<file path="config.mk">
export PLATFORM = sky130hd
export DESIGN_NAME = cmyk_channel_mask_filter_core_flat
export DESIGN_NICKNAME = d
export VERILOG_FILES = /design/src/rtl/cmykf_pkg.sv /design/src/rtl/cmykf_in_if.sv /design/src/rtl/cmykf_out_if.sv /design/src/rtl/cmykf_cfg_if.sv /design/src/rtl/cmyk_channel_mask_filter_core.sv /design/src/flat_wrapper.sv
export SDC_FILE = /design/constraint.sdc
export NUM_CORES = 2
export LEC_CHECK = 0
export BUFFER_PORTS_ARGS = -buffer_cell sky130_fd_sc_hd__buf_4
export CAP_MARGIN = 20
export CORE_MARGIN = 3
export CORE_UTILIZATION = 56
export DETAILED_ROUTE_END_ITERATION = 10
export HOLD_SLACK_MARGIN = 0.02
export PLACE_DENSITY_LB_ADDON = 0.2
export SYNTH_ARGS = -nofsm -noshare
export SYNTH_HDL_FRONTEND = slang
export SYNTH_SLANG_ARGS = --single-unit
</file>
<file path="constraint.sdc">
create_clock -name clk -period 11.8 [get_ports clk]
set_clock_uncertainty 0.2 [all_clocks]
set_input_delay 1.77 -clock clk [delete_from_list [all_inputs] [get_ports clk]]
set_output_delay 1.77 -clock clk [all_outputs]
set_load 0.02 [all_outputs]
</file>
<file path="src/rtl/cmykf_pkg.sv">
// Shared types and constants of the CMYK channel mask filter.
// No dependencies; every other file of the block uses it by scoped names.
package cmykf_pkg;

	localparam int CH_W      = 8;
	localparam int NUM_CH    = 3;
	localparam int DIV_STEPS = CH_W;
	localparam int NUM_W     = 2 * CH_W;
	localparam int CFG_IDX_W = 8;
	localparam int CFG_DATA_W = 8;

	localparam logic [CH_W-1:0] CH_MAX = {CH_W{1'b1}};

	typedef logic [CH_W-1:0] chan_t;
	typedef logic [NUM_W-1:0] num_t;

	typedef enum logic [CFG_IDX_W-1:0] {
		CFG_KEEP_CYAN    = 8'd0,
		CFG_KEEP_MAGENTA = 8'd1,
		CFG_KEEP_YELLOW  = 8'd2,
		CFG_KEEP_BLACK   = 8'd3
	} cfg_idx_t;

endpackage

</file>
<file path="src/rtl/cmykf_in_if.sv">
// Input pixel channel: valid, ready and one RGB pixel.
// Depends on cmykf_pkg for the channel width.
interface cmykf_in_if;
	logic                valid;
	logic                ready;
	cmykf_pkg::chan_t    red_in;
	cmykf_pkg::chan_t    green_in;
	cmykf_pkg::chan_t    blue_in;

	modport source (output valid, red_in, green_in, blue_in, input ready);
	modport sink (input valid, red_in, green_in, blue_in, output ready);
endinterface

</file>
<file path="src/rtl/cmykf_out_if.sv">
// Output pixel channel: valid, ready and one filtered RGB pixel.
// Depends on cmykf_pkg for the channel width.
interface cmykf_out_if;
	logic                valid;
	logic                ready;
	cmykf_pkg::chan_t    red_out;
	cmykf_pkg::chan_t    green_out;
	cmykf_pkg::chan_t    blue_out;

	modport source (output valid, red_out, green_out, blue_out, input ready);
	modport sink (input valid, red_out, green_out, blue_out, output ready);
endinterface

</file>
<file path="src/rtl/cmykf_cfg_if.sv">
// Configuration write channel: valid, ready, register index and data.
// Depends on cmykf_pkg for the index and data widths.
interface cmykf_cfg_if;
	logic                                  valid;
	logic                                  ready;
	logic [cmykf_pkg::CFG_IDX_W-1:0]       index;
	logic [cmykf_pkg::CFG_DATA_W-1:0]      data;

	modport source (output valid, index, data, input ready);
	modport sink (input valid, index, data, output ready);
endinterface

</file>
<file path="src/rtl/cmyk_channel_mask_filter_core.sv">
// CMYK channel mask filter, top level: RGB to CMYK, component masking, back to RGB.
// Depends on cmykf_pkg and the interfaces cmykf_in_if, cmykf_out_if, cmykf_cfg_if.
//
// Usage:
// Pixels arrive on pix_in and leave on pix_out, both valid/ready channels; a
// request is taken at a rising edge with valid and ready high. Each input pixel
// gives exactly one output pixel, in order.
// The cfg channel writes the four keep flags (cyan, magenta, yellow, black at
// indexes 0 to 3); only bit 0 of the data is stored, other indexes are ignored.
// It is always ready and should be written only while the pipeline is empty.
// The datapath is a 13-stage pipeline: one max/difference stage, one scaling
// stage, eight stages of a restoring divider (one quotient bit each, three
// lanes side by side), a multiply stage, a divide-by-255 estimate and a final
// correction stage that is also the output register. One pixel is taken every
// cycle unless a stalled receiver has backed the pipeline up.
// Each stage has its own valid bit and moves when the next one is free, so a
// stalled receiver holds pix_out while gaps further back still fill up.
// Reset clears all valid bits and sets every keep flag to 1.
module cmyk_channel_mask_filter_core (
	input  logic         clk,
	input  logic         arst_n,
	cmykf_in_if.sink     pix_in,
	cmykf_out_if.source  pix_out,
	cmykf_cfg_if.sink    cfg
);

	localparam int NC = cmykf_pkg::NUM_CH;
	localparam int DS = cmykf_pkg::DIV_STEPS;
	localparam int CW = cmykf_pkg::CH_W;
	localparam int NW = cmykf_pkg::NUM_W;

	logic [NC-1:0] keep_cmy_q;
	logic          keep_k_q;

	// Pipeline valids and stage enables.
	logic          v_s1, v_s2, v_s11, v_s12, v_s13;
	logic [DS-1:0] v_dv;
	logic          en_s1, en_s2, en_s11, en_s12, en_s13;
	logic [DS-1:0] en_dv;

	// Stage payloads. Entry j of the dv arrays is divider stage 3+j.
	cmykf_pkg::chan_t                 d_s1, d_s2;
	logic [NC-1:0][CW-1:0]            diff_s1;
	logic [NC-1:0][NW-1:0]            num_s2;
	logic [DS-1:0][CW-1:0]            dv_d_s3;
	logic [DS-1:0][NC-1:0][NW-1:0]    dv_rem_s3;
	logic [DS-1:0][NC-1:0][DS-1:0]    dv_quo_s3;
	logic [NC-1:0][NW-1:0]            n_s11, n_s12;
	logic [NC-1:0][CW:0]              q0_s12;
	logic [NC-1:0][CW-1:0]            rgb_s13;

	// Configuration registers.
	assign cfg.ready = 1'b1;

	always_ff @(posedge clk or negedge arst_n) begin
		if (!arst_n) begin
			keep_cmy_q <= '1;
			keep_k_q   <= 1'b1;
		end else if (cfg.valid && cfg.ready) begin
			unique case (cfg.index)
				cmykf_pkg::CFG_KEEP_CYAN:    keep_cmy_q[0] <= cfg.data[0];
				cmykf_pkg::CFG_KEEP_MAGENTA: keep_cmy_q[1] <= cfg.data[0];
				cmykf_pkg::CFG_KEEP_YELLOW:  keep_cmy_q[2] <= cfg.data[0];
				cmykf_pkg::CFG_KEEP_BLACK:   keep_k_q      <= cfg.data[0];
				default: ;
			endcase
		end
	end

	// Stage enables: a stage loads when it is empty or its contents move on.
	always_comb begin
		en_s13 = !v_s13 || pix_out.ready;
		en_s12 = !v_s12 || en_s13;
		en_s11 = !v_s11 || en_s12;
		en_dv[DS-1] = !v_dv[DS-1] || en_s11;
		for (int j = DS - 2; j >= 0; j--) begin
			en_dv[j] = !v_dv[j] || en_dv[j+1];
		end
		en_s2 = !v_s2 || en_dv[0];
		en_s1 = !v_s1 || en_s2;
	end

	assign pix_in.ready = en_s1;

	always_ff @(posedge clk or negedge arst_n) begin
		if (!arst_n) begin
			v_s1  <= 1'b0;
			v_s2  <= 1'b0;
			v_dv  <= '0;
			v_s11 <= 1'b0;
			v_s12 <= 1'b0;
			v_s13 <= 1'b0;
		end else begin
			if (en_s1) v_s1 <= pix_in.valid;
			if (en_s2) v_s2 <= v_s1;
			if (en_dv[0]) v_dv[0] <= v_s2;
			for (int j = 1; j < DS; j++) begin
				if (en_dv[j]) v_dv[j] <= v_dv[j-1];
			end
			if (en_s11) v_s11 <= v_dv[DS-1];
			if (en_s12) v_s12 <= v_s11;
			if (en_s13) v_s13 <= v_s12;
		end
	end

	// Stage 1: the largest channel is 255 - k; differences are x - k in CMYK terms.
	logic [NC-1:0][CW-1:0] px_in;
	cmykf_pkg::chan_t      mx_rg, mx;

	always_comb begin
		px_in[0] = pix_in.red_in;
		px_in[1] = pix_in.green_in;
		px_in[2] = pix_in.blue_in;
		mx_rg = (px_in[0] > px_in[1]) ? px_in[0] : px_in[1];
		mx    = (mx_rg > px_in[2]) ? mx_rg : px_in[2];
	end

	always_ff @(posedge clk) begin
		if (en_s1) begin
			d_s1 <= mx;
			for (int c = 0; c < NC; c++) begin
				diff_s1[c] <= mx - px_in[c];
			end
		end
	end

	// Stage 2: numerator = difference * 255.
	always_ff @(posedge clk) begin
		if (en_s2) begin
			d_s2 <= d_s1;
			for (int c = 0; c < NC; c++) begin
				num_s2[c] <= {diff_s1[c], {CW{1'b0}}} - NW'(diff_s1[c]);
			end
		end
	end

	// Divider stages: one quotient bit per stage, most significant first.
	logic [DS-1:0][NC-1:0][NW-1:0] dv_rem_nx;
	logic [DS-1:0][NC-1:0][DS-1:0] dv_quo_nx;
	logic [DS-1:0][CW-1:0]         dv_d_nx;

	always_comb begin
		logic [NC-1:0][NW-1:0] rem_in;
		logic [NC-1:0][DS-1:0] quo_in;
		cmykf_pkg::chan_t      d_in;
		cmykf_pkg::num_t       dvs;
		for (int j = 0; j < DS; j++) begin
			if (j == 0) begin
				rem_in = num_s2;
				quo_in = '0;
				d_in   = d_s2;
			end else begin
				rem_in = dv_rem_s3[j-1];
				quo_in = dv_quo_s3[j-1];
				d_in   = dv_d_s3[j-1];
			end
			dvs = NW'(d_in) << (DS - 1 - j);
			dv_d_nx[j] = d_in;
			for (int c = 0; c < NC; c++) begin
				if (rem_in[c] >= dvs) begin
					dv_rem_nx[j][c] = rem_in[c] - dvs;
					dv_quo_nx[j][c] = quo_in[c] | (DS'(1) << (DS - 1 - j));
				end else begin
					dv_rem_nx[j][c] = rem_in[c];
					dv_quo_nx[j][c] = quo_in[c];
				end
			end
		end
	end

	always_ff @(posedge clk) begin
		for (int j = 0; j < DS; j++) begin
			if (en_dv[j]) begin
				dv_d_s3[j]   <= dv_d_nx[j];
				dv_rem_s3[j] <= dv_rem_nx[j];
				dv_quo_s3[j] <= dv_quo_nx[j];
			end
		end
	end

	// Stage 11: masking and the back-conversion numerator x*(255-k) + 255*k.
	// A black pixel (largest channel zero) has zero cyan, magenta and yellow.
	cmykf_pkg::chan_t d_fin, kk, wt;
	logic [NC-1:0][CW-1:0] cmy;

	always_comb begin
		d_fin = dv_d_s3[DS-1];
		kk    = keep_k_q ? (cmykf_pkg::CH_MAX - d_fin) : '0;
		wt    = keep_k_q ? d_fin : cmykf_pkg::CH_MAX;
		for (int c = 0; c < NC; c++) begin
			cmy[c] = (keep_cmy_q[c] && d_fin != '0) ? dv_quo_s3[DS-1][c] : '0;
		end
	end

	always_ff @(posedge clk) begin
		if (en_s11) begin
			for (int c = 0; c < NC; c++) begin
				n_s11[c] <= NW'(NW'(cmy[c]) * NW'(wt) + {kk, {CW{1'b0}}} - NW'(kk));
			end
		end
	end

	// Stage 12: estimate of n / 255, low by at most one.
	logic [NC-1:0][NW:0] est_sum;

	always_comb begin
		for (int c = 0; c < NC; c++) begin
			est_sum[c] = {1'b0, n_s11[c]} + (NW+1)'(n_s11[c] >> CW);
		end
	end

	always_ff @(posedge clk) begin
		if (en_s12) begin
			n_s12 <= n_s11;
			for (int c = 0; c < NC; c++) begin
				q0_s12[c] <= est_sum[c][NW:CW];
			end
		end
	end

	// Stage 13: correct the estimate, saturate and invert.
	logic [NC-1:0][NW:0] rem_fix;
	logic [NC-1:0][CW:0] q_fix;

	always_comb begin
		for (int c = 0; c < NC; c++) begin
			rem_fix[c] = {1'b0, n_s12[c]}
				- (({q0_s12[c], {CW{1'b0}}}) - (NW+1)'(q0_s12[c]));
			q_fix[c] = q0_s12[c]
				+ (CW+1)'(rem_fix[c] >= (NW+1)'(cmykf_pkg::CH_MAX));
		end
	end

	always_ff @(posedge clk) begin
		if (en_s13) begin
			for (int c = 0; c < NC; c++) begin
				rgb_s13[c] <= (q_fix[c] > (CW+1)'(cmykf_pkg::CH_MAX)) ? '0
					: cmykf_pkg::CH_MAX - q_fix[c][CW-1:0];
			end
		end
	end

	assign pix_out.valid     = v_s13;
	assign pix_out.red_out   = rgb_s13[0];
	assign pix_out.green_out = rgb_s13[1];
	assign pix_out.blue_out  = rgb_s13[2];

	// The input side only stalls when the output register holds a pixel nobody takes.
	a_stall_from_output: assert property (@(posedge clk) disable iff (!arst_n)
		!pix_in.ready |-> (pix_out.valid && !pix_out.ready))
		else $error("input stalled without output back-pressure");

	// After the last divider step each remainder lies below the divisor.
	a_div_remainder: assert property (@(posedge clk) disable iff (!arst_n)
		(v_dv[DS-1] && dv_d_s3[DS-1] != '0) |->
			(dv_rem_s3[DS-1][0] < NW'(dv_d_s3[DS-1])
			&& dv_rem_s3[DS-1][1] < NW'(dv_d_s3[DS-1])
			&& dv_rem_s3[DS-1][2] < NW'(dv_d_s3[DS-1])))
		else $error("divider remainder not below divisor");

	// The divide-by-255 estimate needs at most one correction.
	a_est_error: assert property (@(posedge clk) disable iff (!arst_n)
		v_s12 |-> (rem_fix[0] < (NW+1)'(2 * 255) && rem_fix[1] < (NW+1)'(2 * 255)
			&& rem_fix[2] < (NW+1)'(2 * 255)))
		else $error("divide-by-255 estimate off by more than one");

	// A pixel moving out of the estimate stage is shown on the output next cycle.
	a_last_stage_fill: assert property (@(posedge clk) disable iff (!arst_n)
		(v_s12 && en_s13) |=> pix_out.valid)
		else $error("pixel lost between the last two stages");

endmodule

</file>
<file path="src/flat_wrapper.sv">
// flat-port wrapper written by rule: the top's interface ports become plain ports
module cmyk_channel_mask_filter_core_flat 
  (clk, arst_n, pix_in_valid, pix_in_red_in, pix_in_green_in, pix_in_blue_in, pix_in_ready, pix_out_valid, pix_out_red_out, pix_out_green_out, pix_out_blue_out, pix_out_ready, cfg_valid, cfg_index, cfg_data, cfg_ready);
  cmykf_in_if pix_in_i ();
  cmykf_out_if pix_out_i ();
  cmykf_cfg_if cfg_i ();
  input  logic clk;
  input  logic arst_n;
  input wire logic [$bits(pix_in_i.valid)-1:0] pix_in_valid;
  input wire logic [$bits(pix_in_i.red_in)-1:0] pix_in_red_in;
  input wire logic [$bits(pix_in_i.green_in)-1:0] pix_in_green_in;
  input wire logic [$bits(pix_in_i.blue_in)-1:0] pix_in_blue_in;
  output wire logic [$bits(pix_in_i.ready)-1:0] pix_in_ready;
  output wire logic [$bits(pix_out_i.valid)-1:0] pix_out_valid;
  output wire logic [$bits(pix_out_i.red_out)-1:0] pix_out_red_out;
  output wire logic [$bits(pix_out_i.green_out)-1:0] pix_out_green_out;
  output wire logic [$bits(pix_out_i.blue_out)-1:0] pix_out_blue_out;
  input wire logic [$bits(pix_out_i.ready)-1:0] pix_out_ready;
  input wire logic [$bits(cfg_i.valid)-1:0] cfg_valid;
  input wire logic [$bits(cfg_i.index)-1:0] cfg_index;
  input wire logic [$bits(cfg_i.data)-1:0] cfg_data;
  output wire logic [$bits(cfg_i.ready)-1:0] cfg_ready;
  assign pix_in_i.valid = pix_in_valid;
  assign pix_in_i.red_in = pix_in_red_in;
  assign pix_in_i.green_in = pix_in_green_in;
  assign pix_in_i.blue_in = pix_in_blue_in;
  assign pix_in_ready = pix_in_i.ready;
  assign pix_out_valid = pix_out_i.valid;
  assign pix_out_red_out = pix_out_i.red_out;
  assign pix_out_green_out = pix_out_i.green_out;
  assign pix_out_blue_out = pix_out_i.blue_out;
  assign pix_out_i.ready = pix_out_ready;
  assign cfg_i.valid = cfg_valid;
  assign cfg_i.index = cfg_index;
  assign cfg_i.data = cfg_data;
  assign cfg_ready = cfg_i.ready;
  cmyk_channel_mask_filter_core u_core (.clk(clk), .arst_n(arst_n), .pix_in(pix_in_i), .pix_out(pix_out_i), .cfg(cfg_i));
endmodule
</file>
==> reports/summary.txt <==
Antenna fix cells -> 0
Post-synth net total -> 5080
Pwr Density -> 308.1 nW/um2
Wire length on met1 -> 44.46 mm
Synth Instances -> 4367
Status -> finished, final reports clean
Highest routed layer -> met4
Cell Area, Synth -> 48940 um2
Worst-path fanout max -> 16
RSZ-0062 raised after global routing -> no
Final min period -> 7.609 ns
Worst hold-check path type -> flip-flop to flip-flop
I/O pin cnt -> 72
CP max stage delay -> 0.98 ns
Vias in the first global route -> 31780
CTS tree -> built
Crit-path slowest cell -> clkinv_1
First-pass GRT wire length -> 163.7 mm
Worst Path Arrival -> 7.77 ns
FP Rows -> 107
WL final -> 102.0 mm
Fin Setup TNS -> 0 ns
Crit Path Class -> flip-flop to flip-flop
Sequential area share after synthesis -> 46.47%
Die X -> 301.6 um
Area Overhead vs Synth -> 9.270%
Postcts setup bufs -> 0
Longest Clk Path Bufs -> 3
Die H -> 301.6 um
Starting Density -> 56.94%
Startpoint types -> flip-flop
Post-synth EDFFs -> 743
CTS Hold Bufs -> 0
DRT Pass-1 Iters -> 6
Peak VDD IR -> 0.1757 mV
Cell Chain, Critical Path -> nor2b_2 -> clkinv_1 -> nand2_1 -> fa_1 -> inv_1 -> fa_1 -> fa_1 -> fa_1 -> fa_1 -> ha_1 -> and3_1 -> a21oi_1 -> o21ai_0 -> o41ai_1 -> o2111ai_1 -> a21oi_1 -> xnor2_1
Largest net degree at the start of global routing -> 77
Final GP Congestion -> 0.8852
Die area -> 90980 um2
CP endpoint kind -> flip-flop
Slew Limit Fails -> 0
Clock root buffer -> clkbuf_16
P_leak -> 22.86 nW
Clock latency on the worst-skew pair -> 0.63 ns
PortBufs -> 63
DRC Markers -> 0
Detailed Route Iter0 Violations -> 2102
Fin nets -> 5192
Most frequent CP cell -> fa_1
FMAX -> 131.4 MHz
Post-synthesis async set-or-reset flop share -> 2.237%
Num CTS Buffers -> 83
Met3 wire length -> 4.125 mm
Max-Cap Viols -> 0
Distinct cells, synth -> 90
GR Overflow Total -> 0
Fin. Hold Viols -> 0
Filler-free cell count of the finished design -> 5687
Final ANT Viol Nets -> 0
Routed wl met2 -> 50.21 mm
Worst-path clk slew -> 0.06 ns
CORE AREA -> 85950 um2
Sink Count -> 760
Total track usage -> 22.59%
Finish-stage setup viols -> 0
FF+latch count, synth -> 760
CP Data Required Time -> 11.96 ns
Post-synth top flop -> edfxtp_1
Relative slew slack -> 28.63%
H-tree Lvls -> 3
Dpl cells -> 5532
Vias/cell -> 5.639
WL per Instance -> 17.93 um
Layout cell share with drive strength beyond 1 -> 7.528%
Synth Area per Inst -> 11.21 um2
Pwr Total -> 16.48 mW
Initial antenna violation count -> 0
Via Count -> 32070
Dpl hpwl -> 78.18 mm
Tcrit/Tclk final -> 64.48%
Post-CTS resize count -> 0
Synth Warn # -> 0
Worst-Margin Slew -> 1.069 ns
sequential cells by signal, summed over array words and instances (netlist names), 3 cells and up:
| name | cells |
|---|---|
| u_core.dv_quo_s3 | 108 |
| u_core.pix_out.green_out | 8 |
| u_core.diff_s1 | 24 |
| u_core.dv_rem_s3 | 336 |
| u_core.pix_out.red_out | 8 |
| u_core.n_s11 | 48 |
| u_core.d_s1 | 8 |
| u_core.d_s2 | 8 |
| u_core.v_dv | 8 |
| u_core.q0_s12 | 27 |
| u_core.n_s12 | 48 |
| u_core.keep_cmy_q | 3 |
| u_core.d_fin | 8 |
| u_core.pix_out.blue_out | 8 |
| u_core.dv_d_nx | 56 |
| u_core.num_s2 | 48 |
synth_stat cells (all sizes together) (52+ instances only):
master  number  area [um2]
o21ai      175       875.8
edfxtp     743       22310
nor2       341        1287
xor2       113       989.7
clkbuf      52       195.2
nand3       67       345.3
nor3       107       545.5
a21o        90       675.7
nor2b       62       387.9
fa         174        3483
nand2b      58       362.9
xnor2      195        1708
nand2      310        1171
a21oi      213        1074
inv        542        2034
ha         494        6181
layout by cell type, fill, tap and decap left out, types with 90 or more instances in the layout:
cell / count
a21o_1: 90
a21oi_1: 211
buf_4: 90
edfxtp_1: 743
fa_1: 174
ha_1: 494
inv_1: 540
nand2_1: 303
nor2_1: 340
nor3_1: 105
o21ai_0: 173
xnor2_1: 195
xor2_1: 113
kinds of logic (layout without fill, tap and decap cells):
group | count (synthesis) | after routing | synth area share (%)
and+or+nand+nor | 1205 | 1205 | 12.09
DFF | 760 | 760 | 46.47
AOI/OAI and AO/OA | 730 | 730 | 9.584
adders and majority gates | 668 | 668 | 19.75
buffers and inverters | 610 | 786 | 4.727
xor gates and xnor gates | 308 | 308 | 5.512
muxes | 85 | 85 | 1.864
other | 1 | 1 | 0.007662
metrics by stage:
step                      hold WS, ns  setup slack (ns)  util [%]  cell area [um2]
after floorplan                0.2003             1.669         -            48940
after CTS                      0.2181             4.186     62.16            53430
final                          0.2154             4.191     62.22            53480
after global routing           0.2218             3.759     62.22            53480
after detailed placement       0.2045             4.210     59.14            50830
after global placement         0.2006             4.277     59.11            50800
power breakdown:
part           switching [mW]  internal, mW  total (mW)
Clock                    1.06          1.42        2.48
Combinational            4.57          3.67        8.24
Sequential              0.888          4.86        5.75
Total                    6.52          9.96        16.5
path summary, 6_finish.rpt:
path / slack, ns / cells after the start / to / startpoint
max: 4.19 / 17 / u_core.n_s11[47]$_DFFE_PP_ / u_core.keep_k_q$_DFFE_PN1P_
min reg2reg: 0.22 / 0 / u_core.dv_quo_s3[135]$_DFFE_PP_ / u_core.dv_quo_s3[111]$_DFFE_PP_
max in group asynchronous: 10.28 / 1 / u_core.keep_k_q$_DFFE_PN1P_ / arst_n
min in group asynchronous: 0.84 / 1 / u_core.v_dv[3]$_DFFE_PN0P_ / arst_n
max reg2reg: 4.19 / 17 / u_core.n_s11[47]$_DFFE_PP_ / u_core.keep_k_q$_DFFE_PN1P_
min: 0.22 / 0 / u_core.dv_quo_s3[135]$_DFFE_PP_ / u_core.dv_quo_s3[111]$_DFFE_PP_
layer usage:
metal	track usage [%]	vias up
li1	-	15750
met1	29.30	15400
met2	39.50	729
met3	2.901	192
met4	7.072	0
met5	0	-
final cells by class:
| cell class | count | area (um2) |
|---|---|---|
| sequential | 760 | 22740 |
| timing repair buffer | 92 | 718.2 |
| clock buffer | 97 | 2140 |
| clock inverter | 52 | 455.4 |
| fill | 6829 | 32470 |
| tap | 1144 | 1431 |
| multi-input combinational | 2997 | 23950 |
| inverter | 545 | 2046 |
critical path: cells and delay by family, from the launching register on:
family,cells,cell delay (ns)
AO/OA/AOI/OAI,5,1.30
XOR/XNOR,1,0.08
adder cells (fa/ha/maj),6,2.78
buffers and inverters,2,1.06
flip-flops,1,0.63
AND/OR/NAND/NOR,3,1.31
(Power assumes the default switching activity.)
